==> src/design/desa_pkg.sv <==
// Package for the double-ended stack allocator.
// Holds command and status codes, field widths and default parameter values.
// No dependencies.
package desa_pkg;

  localparam int OFFSET_BITS_DEFAULT  = 21;
  localparam int HEADER_BYTES_DEFAULT = 1;

  localparam int MARK_W  = 21;
  localparam int ADDR_W  = 32;
  localparam int ALIGN_W = 8;
  localparam int CFG_W   = 32;

  localparam logic [MARK_W-1:0]  REGION_RESET = MARK_W'(1048576);
  localparam logic [ALIGN_W-1:0] ALIGN_MAX    = ALIGN_W'(128);

  typedef enum logic [1:0] {
    CMD_ALLOC = 2'd0,
    CMD_FREE  = 2'd1,
    CMD_GET   = 2'd2,
    CMD_CLEAR = 2'd3
  } command_t;

  typedef enum logic [1:0] {
    STATUS_OK         = 2'd0,
    STATUS_BAD_ALIGN  = 2'd1,
    STATUS_NO_ROOM    = 2'd2,
    STATUS_BAD_MARKER = 2'd3
  } status_t;

  typedef enum logic {
    REG_BASE_ADDRESS = 1'b0,
    REG_REGION_SIZE  = 1'b1
  } cfg_reg_t;

endpackage

==> src/design/double_ended_stack_allocator_top.sv <==
// Double-ended stack allocator, top level.
// Bottom and top markers over one region, command decode and result register.
// Depends on desa_pkg.
//
// One command is accepted per cycle. Its result appears in the output register
// on the next cycle; a new command is taken whenever that register is empty or
// being emptied in the same cycle, so sustained throughput is one transaction
// per clock while out_ready stays high. The marker update and the aligned address
// are worked out in one pass from the accepted command and the current markers.
module double_ended_stack_allocator_top
  import desa_pkg::*;
#(
  parameter int OFFSET_BITS  = OFFSET_BITS_DEFAULT,
  parameter int HEADER_BYTES = HEADER_BYTES_DEFAULT
) (
  input  logic               clk,
  input  logic               rst,

  input  logic               cfg_write,
  input  logic               cfg_index,
  input  logic [CFG_W-1:0]   cfg_data,

  input  logic               in_valid,
  output logic               in_ready,
  input  logic [1:0]         command,
  input  logic               end_select,
  input  logic [MARK_W-1:0]  request_bytes,
  input  logic [ALIGN_W-1:0] align_bytes,
  input  logic [MARK_W-1:0]  marker_in,

  output logic               out_valid,
  input  logic               out_ready,
  output logic [1:0]         status,
  output logic [ADDR_W-1:0]  address,
  output logic [MARK_W-1:0]  marker_out
);

  localparam int OB  = OFFSET_BITS;
  localparam int MW  = (OB > MARK_W) ? OB : MARK_W;
  localparam int EW  = MARK_W + 1;
  localparam int CW  = ((OB > EW) ? OB : EW) + 1;
  localparam logic [MW-1:0] REGION_RESET_W = MW'(REGION_RESET);

  logic [ADDR_W-1:0] base_address;
  logic [MARK_W-1:0] region_size;
  logic [OB-1:0]     bottom_marker, bottom_marker_next;
  logic [OB-1:0]     top_marker, top_marker_next;

  logic [MW-1:0]     region_wide;
  logic [OB-1:0]     region_off;
  logic              accept;
  command_t          cmd;
  status_t           status_next;
  logic [ADDR_W-1:0] address_next;
  logic [MW-1:0]     marker_wide;
  logic              align_ok;
  logic [EW-1:0]     expanded;
  logic [CW-1:0]     bottom_sum;
  logic [CW-1:0]     top_gap;
  logic [OB-1:0]     top_alloc;
  logic [OB-1:0]     block_offset;
  logic [ADDR_W-1:0] align_mask;
  logic [ADDR_W-1:0] raw_address;

  assign region_wide = MW'(region_size);
  assign region_off  = region_wide[OB-1:0];
  assign in_ready    = !out_valid || out_ready;
  assign accept      = in_valid && in_ready;
  assign cmd         = command_t'(command);

  assign align_ok   = (align_bytes != '0) && (align_bytes <= ALIGN_MAX) &&
                      ((align_bytes & (align_bytes - ALIGN_W'(1))) == '0);
  assign expanded   = EW'(request_bytes) + EW'(align_bytes);
  assign bottom_sum = CW'(bottom_marker) + CW'(expanded);
  assign top_gap    = CW'(top_marker) - CW'(bottom_marker);
  assign top_alloc  = OB'(CW'(top_marker) - CW'(expanded));
  assign block_offset = end_select ? top_alloc : bottom_marker;
  assign align_mask   = ~(ADDR_W'(align_bytes) - ADDR_W'(1));
  assign raw_address  = base_address + ADDR_W'(block_offset) + ADDR_W'(HEADER_BYTES) +
                        ADDR_W'(align_bytes) - ADDR_W'(1);

  always_comb begin
    status_next        = STATUS_OK;
    address_next       = '0;
    bottom_marker_next = bottom_marker;
    top_marker_next    = top_marker;
    case (cmd)
      CMD_ALLOC: begin
        if (!align_ok) begin
          status_next = STATUS_BAD_ALIGN;
        end else if (!end_select) begin
          if (bottom_sum > CW'(top_marker)) begin
            status_next = STATUS_NO_ROOM;
          end else begin
            address_next       = raw_address & align_mask;
            bottom_marker_next = bottom_sum[OB-1:0];
          end
        end else begin
          if ((top_marker < bottom_marker) || (CW'(expanded) > top_gap)) begin
            status_next = STATUS_NO_ROOM;
          end else begin
            top_marker_next = top_alloc;
            address_next    = raw_address & align_mask;
          end
        end
      end
      CMD_FREE: begin
        if (!end_select) begin
          if (MW'(marker_in) > MW'(bottom_marker)) begin
            status_next = STATUS_BAD_MARKER;
          end else begin
            bottom_marker_next = OB'(MW'(marker_in));
          end
        end else begin
          if ((MW'(marker_in) < MW'(top_marker)) || (MW'(marker_in) > MW'(region_off))) begin
            status_next = STATUS_BAD_MARKER;
          end else begin
            top_marker_next = OB'(MW'(marker_in));
          end
        end
      end
      CMD_CLEAR: begin
        bottom_marker_next = '0;
        top_marker_next    = region_off;
      end
      default: ;
    endcase
    marker_wide = end_select ? MW'(top_marker_next) : MW'(bottom_marker_next);
  end

  always_ff @(posedge clk) begin
    if (rst) begin
      base_address <= '0;
      region_size  <= REGION_RESET;
    end else if (cfg_write) begin
      unique case (cfg_reg_t'(cfg_index))
        REG_BASE_ADDRESS: base_address <= cfg_data;
        REG_REGION_SIZE:  region_size  <= cfg_data[MARK_W-1:0];
        default: ;
      endcase
    end
  end

  always_ff @(posedge clk) begin
    if (rst) begin
      bottom_marker <= '0;
      top_marker    <= REGION_RESET_W[OB-1:0];
      out_valid     <= 1'b0;
    end else begin
      if (accept) begin
        bottom_marker <= bottom_marker_next;
        top_marker    <= top_marker_next;
        out_valid     <= 1'b1;
      end else if (out_ready) begin
        out_valid <= 1'b0;
      end
    end
  end

  always_ff @(posedge clk) begin
    if (accept) begin
      status     <= status_next;
      address    <= address_next;
      marker_out <= marker_wide[MARK_W-1:0];
    end
  end

endmodule

==> config.mk <==
export PLATFORM = sky130hd
export DESIGN_NAME = double_ended_stack_allocator_top
export DESIGN_NICKNAME = d
export VERILOG_FILES = /design/src/design/desa_pkg.sv /design/src/design/double_ended_stack_allocator_top.sv
export SDC_FILE = /design/constraint.sdc
export NUM_CORES = 1
export LEC_CHECK = 0
export ABC_AREA = 1
export BUFFER_PORTS_ARGS = -buffer_cell sky130_fd_sc_hd__buf_4
export CAP_MARGIN = 20
export CELL_PAD_IN_SITES_DETAIL_PLACEMENT = 1
export CELL_PAD_IN_SITES_GLOBAL_PLACEMENT = 2
export CORE_ASPECT_RATIO = 0.6
export CORE_MARGIN = 3
export CORE_UTILIZATION = 35
export DETAILED_ROUTE_END_ITERATION = 10
export PLACE_DENSITY = 0.88
export SLEW_MARGIN = 20
export SYNTH_ARGS = -nofsm -noshare
export SYNTH_HDL_FRONTEND = slang
export SYNTH_SLANG_ARGS = --single-unit
==> constraint.sdc <==
create_clock -name clk -period 6.1 [get_ports clk]
set_input_delay 0.305 -clock clk [delete_from_list [all_inputs] [get_ports clk]]
set_output_delay 0.305 -clock clk [all_outputs]
set_load 0.1 [all_outputs]
# ---- Word-level counts from Yosys, hierarchy flattened
# Cells that the tools add are included.
dict set report word_totals {
  in_bits 91
  latch_bits 0
  n_memories 0
  mem_bits_rw 0
  romBits 0
  register_bits 151
}
dict set report classes {
  div 0
  reduce_logical 14
  n_shift 0
  mux 27
  bitwise_logic 4
  eq_ne 2
  addsub 10
  order_cmp 7
  multipliers 0
}
# op n
set op_table {}
lappend op_table {{two-way mux 21 bit} 12}
lappend op_table {{case mux 21 bit (3 select lines)} 2}
lappend op_table {{two-way mux 32 bit} 3}
lappend op_table {{> comparator 21 bit} 2}
lappend op_table {{less-than comparator 21 bit} 2}
lappend op_table {{adder 32 x 1 -> 32 bit (second input constant)} 1}
lappend op_table {{adder 32 x 21 -> 32 bit} 1}
lappend op_table {{adder 32 x 8 -> 32 bit} 1}
lappend op_table {{AND 32 bit} 1}
lappend op_table {{NOT 32 bit} 1}
lappend op_table {{subtractor 32 x 1 -> 32 bit (second input constant)} 1}
lappend op_table {{adder 21 x 22 -> 23 bit} 1}
lappend op_table {{> comparator 22 x 23 -> 1 bit} 1}
lappend op_table {{> comparator 23 x 21 -> 1 bit} 1}
lappend op_table {{adder 21 x 8 -> 22 bit} 1}
lappend op_table {{subtractor 21 x 21 -> 22 bit} 1}
lappend op_table {{subtractor 21 bit} 1}
lappend op_table {{two-way mux 2 bit} 7}
lappend op_table {{subtractor 8 x 1 -> 9 bit (second input constant)} 1}
lappend op_table {{AND 8 bit} 1}
lappend op_table {{<= comparator 8 bit (second input constant)} 1}
lappend op_table {{logical NOT 8 bit} 1}
lappend op_table {{nonzero test 8 bit} 1}
lappend op_table {{subtractor 8 x 1 -> 8 bit (second input constant)} 1}
lappend op_table {{11 further kinds} 18}

# ---- Longest topological paths before layout
dict set report depth {
  depth_word 10
  depth_mapped 40
  mapped_depth_nobuf 40
}

# ---- Worst setup path before layout
# No wires, ideal clock.
dict set report synth_timing {
  path_kind {input port to flip-flop}
  startpoint {in request_bytes[2]}
  endpoint {reg address[29], data pin}
  setup_time_ns 0.257
  t_arrival_ns 5.036
  path_stages 38
  path_buffers 0
  setup_slack_ns 0.807
  path_cell_list {ha_1 > nand3_1 > nand2_1 > a21oi_1 > o21bai_1 > and2_1 > nand2_1 > nand2_1 > xor2_1 > inv_1 > ha_1 > nand2_1 > nor2_1 > nand3b_1 > nand3_1 > nand2_1 > nand3b_1 > nand2_1 > (+2 left out) > o21ai_0 > ha_1 > ha_1 > nand2_1 > nor4_1 > nand2_1 > nand2_1 > a21boi_0 > nor2_1 > nand2_1 > nand2_1 > inv_1 > nor2_1 > nand2_1 > inv_1 > nand4_1 > o21ai_2 > a21oi_2}
}
dict set report synth_via {
  elab_chain_len 10
  elab_cells_between_ends 15
}
# item line
set synth_lines {}
lappend synth_lines {{start: declaration} double_ended_stack_allocator_top.sv:27} ;# input logic [MARK_W-1:0] request_bytes,
lappend synth_lines {{adder 21 x 8 -> 22 bit (*)} double_ended_stack_allocator_top.sv:73} ;# assign expanded = EW'(request_bytes) + EW'(align_bytes);
lappend synth_lines {{subtractor 21 bit} double_ended_stack_allocator_top.sv:76} ;# assign top_alloc = OB'(CW'(top_marker) - CW'(expanded));
lappend synth_lines {{two-way mux 21 bit} double_ended_stack_allocator_top.sv:77} ;# assign block_offset = end_select ? top_alloc : bottom_marker;
lappend synth_lines {{adder 32 x 21 -> 32 bit} double_ended_stack_allocator_top.sv:79} ;# assign raw_address = base_address + ADDR_W'(block_offset) + ADDR_W'(HEADER_BYTES) +
lappend synth_lines {{adder 32 x 1 -> 32 bit} double_ended_stack_allocator_top.sv:79}
lappend synth_lines {{adder 32 x 8 -> 32 bit} double_ended_stack_allocator_top.sv:79}
lappend synth_lines {{subtractor 32 x 1 -> 32 bit} double_ended_stack_allocator_top.sv:80} ;# ADDR_W'(align_bytes) - ADDR_W'(1);
lappend synth_lines {{AND 32 bit} {double_ended_stack_allocator_top.sv:95, double_ended_stack_allocator_top.sv:103}}
lappend synth_lines {{two-way mux 32 bit, on equally long branches} {double_ended_stack_allocator_top.sv:92, double_ended_stack_allocator_top.sv:99}}
lappend synth_lines {{two-way mux 32 bit (*)} double_ended_stack_allocator_top.sv:91} ;# end else if (!end_select) begin
lappend synth_lines {{end signal: assignment} double_ended_stack_allocator_top.sv:163} ;# address <= address_next;
lappend synth_lines {{end: declaration} double_ended_stack_allocator_top.sv:34} ;# output logic [ADDR_W-1:0] address,
# Mark *: on every way between the ends. The rest lies on a longest branch, timed or not.
# A chain may end at the register's enable or synchronous reset.

# ---- Final worst setup path
dict set report layout_timing {
  startpoint {in align_bytes[0]}
  endpoint {reg address[18], data pin}
}
dict set report layout_via {
  elab_chain_len 10
  elab_cells_between_ends 25
}
# item line
set layout_lines {}
lappend layout_lines {{start: declaration} double_ended_stack_allocator_top.sv:28} ;# input logic [ALIGN_W-1:0] align_bytes,
lappend layout_lines {{adder 21 x 8 -> 22 bit} double_ended_stack_allocator_top.sv:73}
lappend layout_lines {{subtractor 21 bit} double_ended_stack_allocator_top.sv:76}
lappend layout_lines {{two-way mux 21 bit} double_ended_stack_allocator_top.sv:77}
lappend layout_lines {{adder 32 x 21 -> 32 bit} double_ended_stack_allocator_top.sv:79}
lappend layout_lines {{adder 32 x 1 -> 32 bit} double_ended_stack_allocator_top.sv:79}
lappend layout_lines {{adder 32 x 8 -> 32 bit} double_ended_stack_allocator_top.sv:79}
lappend layout_lines {{subtractor 32 x 1 -> 32 bit} double_ended_stack_allocator_top.sv:80}
lappend layout_lines {{AND 32 bit} {double_ended_stack_allocator_top.sv:95, double_ended_stack_allocator_top.sv:103}}
lappend layout_lines {{two-way mux 32 bit, on equally long branches} {double_ended_stack_allocator_top.sv:92, double_ended_stack_allocator_top.sv:99}}
lappend layout_lines {{two-way mux 32 bit} double_ended_stack_allocator_top.sv:91}
# Parallel ways exist; a longest one is shown, timed or not.

==> load_flow_metrics.sql <==
INSERT INTO impl_metrics (metric_group, metric, value, unit) VALUES
('outcome', 'status', 'finished clean', ''),
('timing', 'setup_slack', '370', 'ps'),
('timing', 'clock.fmax', '0.175', 'GHz'),
('routing', 'routed-via-count', '18100', ''),
('routing', 'route.antenna.remaining_nets', '0', ''),
('yosys', 'synth_cell_types', '51', ''),
('yosys', 'synth-compound-area-share', '0.184', ''),
('critical_path', 'critPathCaptureType', 'flip-flop', ''),
('global_routing', 'globalRouteOverflowTotal', '0', ''),
('global_routing', 'pin_count_of_the_biggest_net_entering_global_routing', '58', ''),
('critical_path', 'setup.worst_path.class', 'in -> reg', ''),
('layout', 'antenna_cells_inserted', '0', ''),
('die', 'dieHeight', '172', 'um'),
('pwr', 'pwr_density_cell', '259', 'mW/mm2'),
('cts', 'cts_num_sinks', '151', ''),
('global_routing', 'first_global_vias', '18300', ''),
('critical_path', 'timing.rr.start', 'bottom_marker[2]', ''),
('hold_path', 'timing.hold.worst_path_depth', '3', ''),
('timing', 'period_needed', '5730', 'ps'),
('global_routing', 'antenna_found_initial', '0', ''),
('placement', 'pre_cts_ws', '-383', 'ps'),
('timing', 'relSlewSlack', '0.294', ''),
('cts', 'cts.path.max_buffers', '2', ''),
('hold_path', 'min_delay_worst_endpoint', 'base_address[22]', ''),
('timing', 'share_of_the_clock_period_used_by_the_worst_path', '0.939', ''),
('cts', 'worstSkewPairLatency', '460', 'ps'),
('pwr', 'cellLeakagePower', '0.00981', 'uW'),
('yosys', 'syn-mean-instance-area', '6.77', 'um2'),
('routing', 'detail_route.first_pass.iterations', '6', ''),
('placement', 'place_congestion', '0.943', ''),
('routing', 'detailroute.wirelength.met3', '4390', 'um'),
('cts', 'tritoncts', 'built', ''),
('yosys', 'gate_count_of_the_mapped_netlist', '2376', ''),
('timing', 'final_sum_of_negative_setup_slack', '0', 'ps'),
('timing', 'report.final.hold_viol_count', '0', ''),
('placement', 'placedCellCount', '3217', ''),
('yosys', 'largest_cells_by_area_after_synthesis', 'sky130_fd_sc_hd__ha_1 (17%), sky130_fd_sc_hd__nand2_1 (12%), sky130_fd_sc_hd__dfxtp_1 (12%)', ''),
('critical_path', 'path_common_cell', 'sky130_fd_sc_hd__nand2_1', ''),
('yosys', 'ys_ff_latch', '151', ''),
('critical_path', 'worst_path_max_delay_cell', 'sky130_fd_sc_hd__fa_1', ''),
('routing', 'drcViolationCount', '0', ''),
('critical_path', 'rrSetupSlack', '420', 'ps'),
('yosys', 'synth_top_family_by_area', 'simple AND/OR/NAND/NOR gates', ''),
('critical_path', 'required', '6310', 'ps'),
('critical_path', 'crit_path_start', 'align_bytes[0]', ''),
('layout', 'layoutNonFillerInstCount', '3252', ''),
('global_routing', 'first_pass_grt_wire_length', '108000', 'um'),
('cts', 'clock_tree.htree_level_count', '4', ''),
('layout', 'drive_above_1_share', '0.155', ''),
('yosys', 'yosys.cell_count.top_type', 'sky130_fd_sc_hd__nand2_1', ''),
('yosys', 'basic_gate_share_of_the_synthesized_area_counting_and_or_nand_and_nor_cells', '0.265', ''),
('yosys', 'mappedNetlistNets', '2699', ''),
('timing', 'worst_max_slew_pin_slew', '1060', 'ps'),
('global_routing', 'track_usage', '0.291', ''),
('routing', 'dr.first_iter.drc_count', '1430', ''),
('layout', 'syn_to_final_growth', '21.9', '%'),
('yosys', 'synth.area.mux_share', '0', ''),
('die', 'initial_core_util', '0.356', ''),
('critical_path', 'r2r-end', 'marker_out[8]', ''),
('pwr', 'max-vdd-ir-drop', '175', 'uV'),
('yosys', 'synth_fa_ha_area_frac', '0.187', ''),
('die', 'die_area', '0.0486', 'mm2'),
('yosys', 'ys_seq_area_frac', '0.222', ''),
('placement', 'dpl.hpwl', '56600', 'um'),
('die', 'pin_count', '148', ''),
('routing', 'drt-total-wl', '71300', 'um'),
('routing', 'wl_per_cell', '21.9', 'um'),
('layout', 'num-nets-final', '2942', ''),
('routing', 'maxUsedRoutingLayer', 'met4', ''),
('placement', 'dpl-instance-area', '0.0188', 'mm2'),
('critical_path', 'cpPeakStageDelay', '520', 'ps');
==> through the flow <==
| step | util | total power, uW |
|---|---|---|
| floorplan | - | 2820 |
| global placement | 0.417 | 3790 |
| detailed placement | 0.417 | 3870 |
| CTS | 0.430 | 5030 |
| global route | 0.434 | 5400 |
| finish | 0.434 | 5090 |
==> placed cells by master (no fill, tap or decap), types with 8 or more instances in the layout <==
cell type and n:
sky130_fd_sc_hd__inv_1 322, sky130_fd_sc_hd__clkbuf_16 18, sky130_fd_sc_hd__o21bai_1 8, sky130_fd_sc_hd__a21o_1 8, sky130_fd_sc_hd__nor2_1 151, sky130_fd_sc_hd__o21ai_0 165
sky130_fd_sc_hd__o21a_1 8, sky130_fd_sc_hd__nand2_1 520, sky130_fd_sc_hd__nand2_2 11, sky130_fd_sc_hd__a211oi_1 11, sky130_fd_sc_hd__a21oi_1 217, sky130_fd_sc_hd__o211ai_1 57
sky130_fd_sc_hd__nor3_1 32, sky130_fd_sc_hd__a21oi_2 11, sky130_fd_sc_hd__edfxtp_1 55, sky130_fd_sc_hd__ha_1 219, sky130_fd_sc_hd__xor2_1 44, sky130_fd_sc_hd__nand4_1 87
sky130_fd_sc_hd__nand3_1 131, sky130_fd_sc_hd__buf_4 302, sky130_fd_sc_hd__nor2_2 9, sky130_fd_sc_hd__xnor2_1 33, sky130_fd_sc_hd__dfxtp_1 96, sky130_fd_sc_hd__fa_1 13
==> worst max-delay path, delay by kind of cell <==
family                     cells  cell delay (ps)
xor gates and xnor gates       2              440
buffers and inverters          6              440
adders and majority gates      5             1690
AOI/OAI and AO/OA              9             1790
and+or+nand+nor               12             1270
==> cell families (layout without fill, tap and decap cells) <==
family / after synthesis / count (layout)
adder cells (fa/ha/maj): 232 / 232
AO/OA/AOI/OAI: 523 / 523
buffers and inverters: 410 / 666
flip-flops: 151 / 151
AND/OR/NAND/NOR: 978 / 978
XOR/XNOR: 82 / 82
==> flip-flops by register name, summed over array words and instances, names as in the netlist <==
register       flops
address           32
base_address      32
bottom_marker     21
marker_out        21
region_off        21
top_marker        21
status             2
out_valid          1
==> where the power goes <==
part | switching [uW] | internal (uW) | leakage [uW]
sequential | 68.4 | 1120 | 0.00135
combinational | 1800 | 958 | 0.00817
clock | 561 | 582 | 0.000289
total | 2430 | 2660 | 0.00981
==> how the worst max path moves through the flow <==
| stage | to | cells past startpoint |
|---|---|---|
| 4_1_cts | address[30] | 33 |
| 2_1_floorplan | address[29] | 38 |
| 5_1_grt | marker_out[18] | 37 |
| 3_3_place_gp | address[18] | 36 |
| 3_5_place_dp | address[30] | 33 |
| 6_report | address[18] | 34 |
==> area by class of cell <==
class / instances / area, um2
fillers: 5755 / 25500
repair buffers: 305 / 2330
clock inverters: 15 / 164
well taps: 620 / 776
clock buffers: 17 / 425
inverters: 329 / 1240
flip-flops and latches: 151 / 3570
multi-input cells: 1815 / 11100
==> per-layer routing <==
layer | global-route usage | up-vias
li1 | - | 8548
met1 | 0.425 | 8812
met2 | 0.450 | 591
met3 | 0.0375 | 103
met4 | 0.0763 | 0
met5 | 0 | -
==> repair_timing <==
| item | CTS | global route |
|---|---|---|
| setup endpoints to repair | 0 | 75 |
| gates resized for setup | 0 | 38 |
| buffers inserted | 0 | 2 |
Note: power is estimated with default switching activity, not from simulation.
